==> config.mk <==
export PLATFORM = sky130hd
export DESIGN_NAME = json_string_unescape_utf8
export DESIGN_NICKNAME = d
export VERILOG_FILES = /design/src/rtl/jsu_pkg.sv /design/src/rtl/jsu_front.sv /design/src/rtl/jsu_queue.sv /design/src/rtl/jsu_back.sv /design/src/rtl/json_string_unescape_utf8.sv
export SDC_FILE = /design/constraint.sdc
export NUM_CORES = 1
export LEC_CHECK = 0
export BUFFER_PORTS_ARGS = -buffer_cell sky130_fd_sc_hd__buf_4
export CAP_MARGIN = 30
export CORE_MARGIN = 2
export CORE_UTILIZATION = 25
export CTS_BUF_LIST = sky130_fd_sc_hd__clkbuf_4 sky130_fd_sc_hd__clkbuf_8
export CTS_CLUSTER_SIZE = 10
export DETAILED_ROUTE_END_ITERATION = 8
export SKIP_CTS_REPAIR_TIMING = 1
export SYNTH_ARGS = -nofsm -noshare
export SYNTH_HDL_FRONTEND = slang
export SYNTH_SLANG_ARGS = --single-unit
export TNS_END_PERCENT = 10
==> constraint.sdc <==
create_clock -name aclk -period 3.9 [get_ports aclk]
set_input_delay 0.195 -clock aclk [delete_from_list [all_inputs] [get_ports aclk]]
set_output_delay 0.195 -clock aclk [all_outputs]
set_load 0.02 [all_outputs]
==> src/rtl/jsu_pkg.sv <==
// Shared types and sizes for the JSON string unescaper.
package jsu_pkg;

    // Default number of entries in the queue between the front and back parts
    localparam int JSU_QUEUE_DEPTH = 4;

    // One input transfer: a byte of the string body and its end marker
    typedef struct packed {
        logic [7:0] in_byte;
        logic       in_last;
    } jsu_in_t;

    // One output transfer
    typedef struct packed {
        logic [7:0] out_byte;
        logic       out_last;
        logic       bad_escape;
    } jsu_out_t;

    // Work handed from the front to the back: up to three bytes to send
    typedef struct packed {
        logic [2:0][7:0] bytes;      // bytes[0] goes out first
        logic [1:0]      count;      // number of bytes to send, 1 to 3
        logic            last;       // string ends with the final byte
        logic            bad;        // error result (single zero byte)
    } jsu_cmd_t;

endpackage

==> src/rtl/jsu_front.sv <==
// Front part: escape state machine that turns input bytes into output byte groups.
module jsu_front
    import jsu_pkg::*;
(
    input  logic     aclk,
    input  logic     aresetn,
    input  logic     s_valid,
    output logic     s_ready,
    input  jsu_in_t  s_data,
    output logic     cmd_valid,
    input  logic     cmd_ready,
    output jsu_cmd_t cmd_data
);

    localparam logic [15:0] CP_ONE_MAX = 16'h007f;
    localparam logic [15:0] CP_TWO_MAX = 16'h07ff;
    localparam logic [7:0]  LEAD_TWO   = 8'hc0;
    localparam logic [7:0]  LEAD_THREE = 8'he0;
    localparam logic [7:0]  CONT_MARK  = 8'h80;
    localparam logic [7:0]  CONT_MASK  = 8'h3f;

    localparam logic [7:0] CH_BSLASH = 8'h5c;
    localparam logic [7:0] CH_U      = 8'h75;
    localparam logic [7:0] CH_B      = 8'h62;
    localparam logic [7:0] CH_F      = 8'h66;
    localparam logic [7:0] CH_N      = 8'h6e;
    localparam logic [7:0] CH_R      = 8'h72;
    localparam logic [7:0] CH_T      = 8'h74;

    localparam logic [1:0] HEX_LAST_DIGIT = 2'd3;

    typedef enum logic [1:0] {
        MODE_NORMAL = 2'd0,
        MODE_ESCAPE = 2'd1,
        MODE_HEX    = 2'd2
    } mode_t;

    mode_t       mode_reg, mode_next;
    logic [1:0]  seen_reg, seen_next;
    logic [11:0] part_reg, part_next;

    logic        accept;
    logic        emit;
    logic        hex_ok;
    logic [3:0]  hex_val;
    logic [15:0] cp;
    logic [7:0]  b;
    jsu_cmd_t    cmd;

    // Decode one hex digit of either case
    always_comb begin
        b       = s_data.in_byte;
        hex_ok  = 1'b1;
        hex_val = 4'd0;
        if (b >= 8'h30 && b <= 8'h39) begin
            hex_val = 4'(b - 8'h30);
        end else if (b >= 8'h61 && b <= 8'h66) begin
            hex_val = 4'(b - 8'h57);
        end else if (b >= 8'h41 && b <= 8'h46) begin
            hex_val = 4'(b - 8'h37);
        end else begin
            hex_ok  = 1'b0;
        end
    end

    assign cp = {part_reg, hex_val};

    // Step the escape state machine and build the byte group
    always_comb begin
        mode_next = mode_reg;
        seen_next = seen_reg;
        part_next = part_reg;
        emit      = 1'b0;
        cmd.bytes = '0;
        cmd.count = 2'd1;
        cmd.last  = s_data.in_last;
        cmd.bad   = 1'b0;
        unique case (mode_reg)
            MODE_ESCAPE: begin
                if (b == CH_U) begin
                    if (s_data.in_last) begin
                        emit = 1'b1;
                        cmd.bad = 1'b1;
                        mode_next = MODE_NORMAL;
                    end else begin
                        mode_next = MODE_HEX;
                    end
                    seen_next = '0;
                    part_next = '0;
                end else begin
                    emit = 1'b1;
                    unique case (b)
                        CH_B:    cmd.bytes[0] = 8'h08;
                        CH_F:    cmd.bytes[0] = 8'h0c;
                        CH_N:    cmd.bytes[0] = 8'h0a;
                        CH_R:    cmd.bytes[0] = 8'h0d;
                        CH_T:    cmd.bytes[0] = 8'h09;
                        default: cmd.bytes[0] = b;
                    endcase
                    mode_next = MODE_NORMAL;
                    seen_next = '0;
                    part_next = '0;
                end
            end
            MODE_HEX: begin
                if (!hex_ok || (seen_reg != HEX_LAST_DIGIT && s_data.in_last)) begin
                    // Bad digit or escape cut short: one error result
                    emit = 1'b1;
                    cmd.bad = 1'b1;
                    mode_next = MODE_NORMAL;
                    seen_next = '0;
                    part_next = '0;
                end else if (seen_reg != HEX_LAST_DIGIT) begin
                    part_next = {part_reg[7:0], hex_val};
                    seen_next = seen_reg + 2'd1;
                end else begin
                    // Fourth digit: encode the code point as UTF-8
                    emit = 1'b1;
                    if (cp <= CP_ONE_MAX) begin
                        cmd.count    = 2'd1;
                        cmd.bytes[0] = cp[7:0];
                    end else if (cp <= CP_TWO_MAX) begin
                        cmd.count    = 2'd2;
                        cmd.bytes[0] = LEAD_TWO | {3'b000, cp[10:6]};
                        cmd.bytes[1] = CONT_MARK | ({2'b00, cp[5:0]} & CONT_MASK);
                    end else begin
                        cmd.count    = 2'd3;
                        cmd.bytes[0] = LEAD_THREE | {4'b0000, cp[15:12]};
                        cmd.bytes[1] = CONT_MARK | ({2'b00, cp[11:6]} & CONT_MASK);
                        cmd.bytes[2] = CONT_MARK | ({2'b00, cp[5:0]} & CONT_MASK);
                    end
                    mode_next = MODE_NORMAL;
                    seen_next = '0;
                    part_next = '0;
                end
            end
            default: begin
                // Normal mode, also taken by the unused code
                if (b == CH_BSLASH) begin
                    if (s_data.in_last) begin
                        emit = 1'b1;
                        cmd.bad = 1'b1;
                        mode_next = MODE_NORMAL;
                    end else begin
                        mode_next = MODE_ESCAPE;
                    end
                end else begin
                    emit = 1'b1;
                    cmd.bytes[0] = b;
                    mode_next = MODE_NORMAL;
                end
                seen_next = '0;
                part_next = '0;
            end
        endcase
    end

    // Stall input only while the queue is full
    assign s_ready   = cmd_ready;
    assign accept    = s_valid && s_ready;
    assign cmd_valid = accept && emit;
    assign cmd_data  = cmd;

    // Hold decoder state, advance on each accepted transfer
    always_ff @(posedge aclk) begin
        if (!aresetn) begin
            mode_reg <= MODE_NORMAL;
            seen_reg <= '0;
            part_reg <= '0;
        end else if (accept) begin
            mode_reg <= mode_next;
            seen_reg <= seen_next;
            part_reg <= part_next;
        end
    end

endmodule

==> src/rtl/jsu_queue.sv <==
// Small register queue of byte groups between the front and back parts.
module jsu_queue
    import jsu_pkg::*;
#(
    parameter int DEPTH = JSU_QUEUE_DEPTH
) (
    input  logic     aclk,
    input  logic     aresetn,
    input  logic     push_valid,
    output logic     push_ready,
    input  jsu_cmd_t push_data,
    output logic     pop_valid,
    input  logic     pop_ready,
    output jsu_cmd_t pop_data
);

    localparam int PW = $clog2(DEPTH);
    localparam int CW = $clog2(DEPTH + 1);
    localparam logic [PW-1:0] PTR_MAX = PW'(DEPTH - 1);
    localparam logic [CW-1:0] CNT_FULL = CW'(DEPTH);
    localparam logic [PW-1:0] PTR_ONE = PW'(1);
    localparam logic [CW-1:0] CNT_ONE = CW'(1);

    jsu_cmd_t       mem_reg [DEPTH];
    logic [PW-1:0]  wr_ptr_reg, rd_ptr_reg;
    logic [CW-1:0]  cnt_reg;
    logic           do_push, do_pop;

    assign push_ready = (cnt_reg != CNT_FULL);
    assign pop_valid  = (cnt_reg != '0);
    assign pop_data   = mem_reg[rd_ptr_reg];
    assign do_push    = push_valid && push_ready;
    assign do_pop     = pop_valid && pop_ready;

    // Write the entry at the tail
    always_ff @(posedge aclk) begin
        if (do_push) begin
            mem_reg[wr_ptr_reg] <= push_data;
        end
    end

    // Advance pointers and track fill level
    always_ff @(posedge aclk) begin
        if (!aresetn) begin
            wr_ptr_reg <= '0;
            rd_ptr_reg <= '0;
            cnt_reg    <= '0;
        end else begin
            if (do_push) begin
                wr_ptr_reg <= (wr_ptr_reg == PTR_MAX) ? '0 : wr_ptr_reg + PTR_ONE;
            end
            if (do_pop) begin
                rd_ptr_reg <= (rd_ptr_reg == PTR_MAX) ? '0 : rd_ptr_reg + PTR_ONE;
            end
            if (do_push && !do_pop) begin
                cnt_reg <= cnt_reg + CNT_ONE;
            end else if (do_pop && !do_push) begin
                cnt_reg <= cnt_reg - CNT_ONE;
            end
        end
    end

endmodule

==> src/rtl/jsu_back.sv <==
// Back part: sends the bytes of each queued group one transfer at a time.
module jsu_back
    import jsu_pkg::*;
(
    input  logic     aclk,
    input  logic     aresetn,
    input  logic     cmd_valid,
    output logic     cmd_ready,
    input  jsu_cmd_t cmd_data,
    output logic     m_valid,
    input  logic     m_ready,
    output jsu_out_t m_data
);

    jsu_cmd_t   cur_reg;
    logic       cur_valid_reg;
    logic [1:0] pos_reg;
    logic       at_end;
    logic       load;

    assign at_end    = (pos_reg == cur_reg.count - 2'd1);
    assign load      = !cur_valid_reg || (m_ready && at_end);
    assign cmd_ready = load;

    // Present the current byte from the held group
    assign m_valid           = cur_valid_reg;
    assign m_data.out_byte   = cur_reg.bytes[pos_reg];
    assign m_data.out_last   = cur_reg.last && at_end;
    assign m_data.bad_escape = cur_reg.bad;

    // Load a new group when the current one is done, else step through it
    always_ff @(posedge aclk) begin
        if (!aresetn) begin
            cur_valid_reg <= 1'b0;
            pos_reg       <= '0;
        end else if (load) begin
            cur_valid_reg <= cmd_valid;
            pos_reg       <= '0;
        end else if (m_ready) begin
            pos_reg       <= pos_reg + 2'd1;
        end
    end

    always_ff @(posedge aclk) begin
        if (load && cmd_valid) begin
            cur_reg <= cmd_data;
        end
    end

endmodule

==> src/rtl/json_string_unescape_utf8.sv <==
// Top level of the JSON string unescaper with UTF-8 output.
//
// Input channel s_*: one body byte of a quoted string per transfer, quotes
// stripped, with in_last on the final byte. Output channel m_*: decoded
// bytes; \b \f \n \r \t give control bytes, other escaped bytes pass as
// they are, and \uXXXX gives one to three UTF-8 bytes. A bad hex digit or
// an escape cut off by the end of the string gives one zero byte with
// bad_escape set. out_last marks the final byte produced by the final input.
//
// Throughput: one input byte per cycle while the queue has room and one
// output byte per cycle while m_ready is high; a \u escape giving two or
// three bytes holds the single back-part output port for one transfer per
// byte. Each input is registered in the queue and then in the back part.
// A queue of QUEUE_DEPTH byte groups sits between the decoder and the
// output stage, so input keeps flowing while the receiver stalls until the
// queue fills; then s_ready drops.
// Reset (aresetn low, synchronous) empties the queue and returns the
// decoder to normal mode.
module json_string_unescape_utf8
    import jsu_pkg::*;
#(
    parameter int QUEUE_DEPTH = JSU_QUEUE_DEPTH
) (
    input  logic     aclk,
    input  logic     aresetn,
    input  logic     s_valid,
    output logic     s_ready,
    input  jsu_in_t  s_data,
    output logic     m_valid,
    input  logic     m_ready,
    output jsu_out_t m_data
);

    logic     push_valid, push_ready;
    jsu_cmd_t push_data;
    logic     pop_valid, pop_ready;
    jsu_cmd_t pop_data;

    jsu_front u_front (
        .aclk      (aclk),
        .aresetn   (aresetn),
        .s_valid   (s_valid),
        .s_ready   (s_ready),
        .s_data    (s_data),
        .cmd_valid (push_valid),
        .cmd_ready (push_ready),
        .cmd_data  (push_data)
    );

    jsu_queue #(
        .DEPTH (QUEUE_DEPTH)
    ) u_queue (
        .aclk       (aclk),
        .aresetn    (aresetn),
        .push_valid (push_valid),
        .push_ready (push_ready),
        .push_data  (push_data),
        .pop_valid  (pop_valid),
        .pop_ready  (pop_ready),
        .pop_data   (pop_data)
    );

    jsu_back u_back (
        .aclk      (aclk),
        .aresetn   (aresetn),
        .cmd_valid (pop_valid),
        .cmd_ready (pop_ready),
        .cmd_data  (pop_data),
        .m_valid   (m_valid),
        .m_ready   (m_ready),
        .m_data    (m_data)
    );

endmodule

==> impl_metrics.tcl <==
set metrics [dict create \
    status "complete, no violations" \
    min_path_type "in -> reg" \
    critical_path_class "reg -> reg" \
    synth.most_common_cell "edfxtp_1" \
    fill_cells 2701 \
    grt_max_degree 28 \
    placed_cells 838 \
    diodes 0 \
    finalHoldViolCount 0 \
    drtIter0Drc 273 \
    syn_nets 509 \
    period_minus_slack_ns 3.12 \
    tightest_slew_ns 0.760 \
    cts_tree "yes" \
    cap_viol_max_count 0 \
    cp_slowest_stage_delay_ns 0.45 \
    cts_inserted_buffers 17 \
    synth_warnings 0 \
    start_util_pct 25.2 \
    arrival_ns 3.49 \
    drive_above_1_share_pct 19.8 \
    fin_worst_skew_ns 0.00849 \
    clk_pin_slew_ns 0.08 \
    clockBufferDepth 2 \
    wl_per_cell_um 15.7 \
    coreArea_mm2 0.0267 \
    synthArstFlopShare_pct 0 \
    syn_to_final_growth_pct 14.9 \
    cpMostUsedCell "inv_1" \
    fp.dieW_um 168 \
    port_buffers 24 \
    rsz0062_at_grt "false" \
    maxSlewViolCount 0 \
    ir_drop_mv 0.236 \
    cts_root_buf "clkbuf_8" \
    post-route-period-util_pct 80.1 \
    groute.usage.overall_pct 10.4 \
    path_max_fanout 7 \
    overflow 0 \
    synth_top_area_share_pct 55.7 \
    slew_headroom_pct 49.0 \
    startpoint_type "register" \
    rows 60 \
    vias 3975 \
    crit_slowest_cell "a22oi_1" \
    path_cells "inv_1 -> ha_1 -> inv_1 -> a22oi_1 -> a2111oi_4 -> nor3_2 -> ha_1 -> inv_1 -> fa_1 -> xor2_1 -> or3_1 -> a21boi_0" \
    synth_seq_cells 151 \
    post-dp-hpwl_um 9340 \
    syn_area_per_cell_um2 14.0 \
    yosysUniqueCellTypes 70 \
    timing.final.ws_setup_ns 0.777 \
    seq_area_frac_synth_pct 63.4 \
    instances_no_fill 870 \
    fmax_mhz 320 \
    p_leak_nw 2.50 \
    grt_pass1_wl_um 22700 \
    synth_edf_count 125 \
    postSynthCellCount 482 \
    pre_cts_ws_ns 0.805 \
    drc 0 \
    drt-pass1-iter-count 7 \
    dieArea_mm2 0.0283 \
    ys_top_cells_by_area "edfxtp_1 (56%), mux4_2 (8.4%), dfxtp_1 (7.7%)" \
    drt-vias-per-instance 4.57 \
    nNetsFinal 543 \
    ioPinCount 25 \
    critPathRequiredTime_ns 4.27 \
    cts_sinks 151 \
    end_kind "register" \
    cp.buffers_inverters 3 \
    setup_viol_count_final 0 \
    clk_latency_ns 0.43 \
    ys.flop_type "edfxtp_1" \
    die_y_um 168 \
    crit_family "adder cells" \
    place.gp.congestion 0.867 \
    wirelength_um 13600 \
    ant_nets 0 \
    p_per_area_mw_per_mm2 573 \
    antenna_found_initial 0 \
    grt_pass1_vias 4057 \
    synthTopCellsByCount "edfxtp_1 (125), nand2_1 (48), nor2_1 (27)" \
    htreeDepth 4 \
    setup_tns_ns 0 \
    largest_reg_flops 100 \
    synth.cell_area_mm2 0.00674 \
    synth_area_leader_cell "edfxtp_1" \
]
==> worst reg2reg max path, stage by stage (launching register included) <==
cell,delay [ns]
dfxtp_1,0.36
inv_1,0.05
ha_1,0.41
inv_1,0.12
a22oi_1,0.45
a2111oi_4,0.11
nor3_2,0.24
ha_1,0.22
inv_1,0.06
fa_1,0.42
xor2_1,0.17
or3_1,0.30
a21boi_0,0.15
==> kinds of logic (layout without fill, tap and decap cells) <==
family                     count (synthesis)  count (layout)  synth area share, %
DFF                                      151             151                 63.4
and+or+nand+nor                          149             149                 12.0
AOI/OAI and AO/OA                         85              85                 8.34
muxes                                     40              40                 10.6
buffers and inverters                     37              84                 2.15
adders and majority gates                 14              14                 2.71
xor gates and xnor gates                   6               6                0.780
==> report_power, final <==
part	switching [mW]	leakage (nW)	internal, mW	total [mW]
logic	0.620	0.928	0.506	1.13
clock network	0.599	0.185	0.519	1.12
registers	0.100	1.39	2.09	2.19
total	1.32	2.50	3.12	4.44
==> per-stage QoR <==
stage	power, mW	utilization (%)	hold slack [ns]	cell area [µm²]
after global placement	3.35	27.5	0.458	7350
final	4.44	29.0	0.0275	7740
after detailed placement	3.39	27.6	0.469	7370
after global routing	4.70	29.0	0.0333	7740
after floorplan	3.00	-	0.294	6740
after CTS	4.51	29.0	-0.000692	7740
==> final cells by class <==
type / count / area (µm²) / area share [%]
Sequential cell: 151 / 4280 / 55.2
Multi-Input combinational cell: 294 / 2320 / 30.0
Tap cell: 341 / 427 / 5.51
Timing Repair Buffer: 36 / 283 / 3.65
Clock buffer: 17 / 234 / 3.02
Clock inverter: 15 / 145 / 1.87
Inverter: 16 / 60.1 / 0.775
==> routing by layer <==
metal  routed length, µm  vias up  track usage [%]
met1                6220     1936             13.1
met2                6640      108             17.6
li1                    -     1917                -
met5                   0        -                0
met3                 600       14             2.21
met4                 167        0             3.82
==> placed cells by master (no fill, tap or decap), types with 3 or more instances in the layout <==
cell and instances:
inv_6 4, mux4_2 25, or3_1 3, nor4_1 4
nor2b_1 5, nand2b_1 11, nor3b_1 3, mux2i_1 14
nor3_1 8, a22oi_1 4, a21boi_1 3, clkbuf_8 17
clkinvlp_4 3, inv_1 15, clkinv_4 3, o21ai_1 5
nor2_1 26, edfxtp_1 125, o22ai_1 3, a31oi_1 3
or4_1 3, buf_4 35, o21ai_0 17, o31ai_1 4
nand2_1 48, and3b_1 3, a21oi_1 23, a211oi_1 4
and2_1 11, ha_1 13, xnor2_1 4, dfxtp_1 25
nand3_1 3
==> final timing paths <==
kind	from	end	slack [ns]	cells after the start
max	u_front.mode_reg[0]$_SDFFE_PN0P_	u_queue.cnt_reg[2]$_SDFFE_PN0P_	0.78	12
min	m_ready	u_back.pos_reg[0]$_SDFFE_PP0P_	0.03	3
max reg2reg	u_front.mode_reg[0]$_SDFFE_PN0P_	u_queue.cnt_reg[2]$_SDFFE_PN0P_	0.78	12
min reg2reg	u_front.part_reg[8]$_SDFFE_PN0P_	u_front.part_reg[8]$_SDFFE_PN0P_	0.48	2
Power figures use the tool's default switching activity.
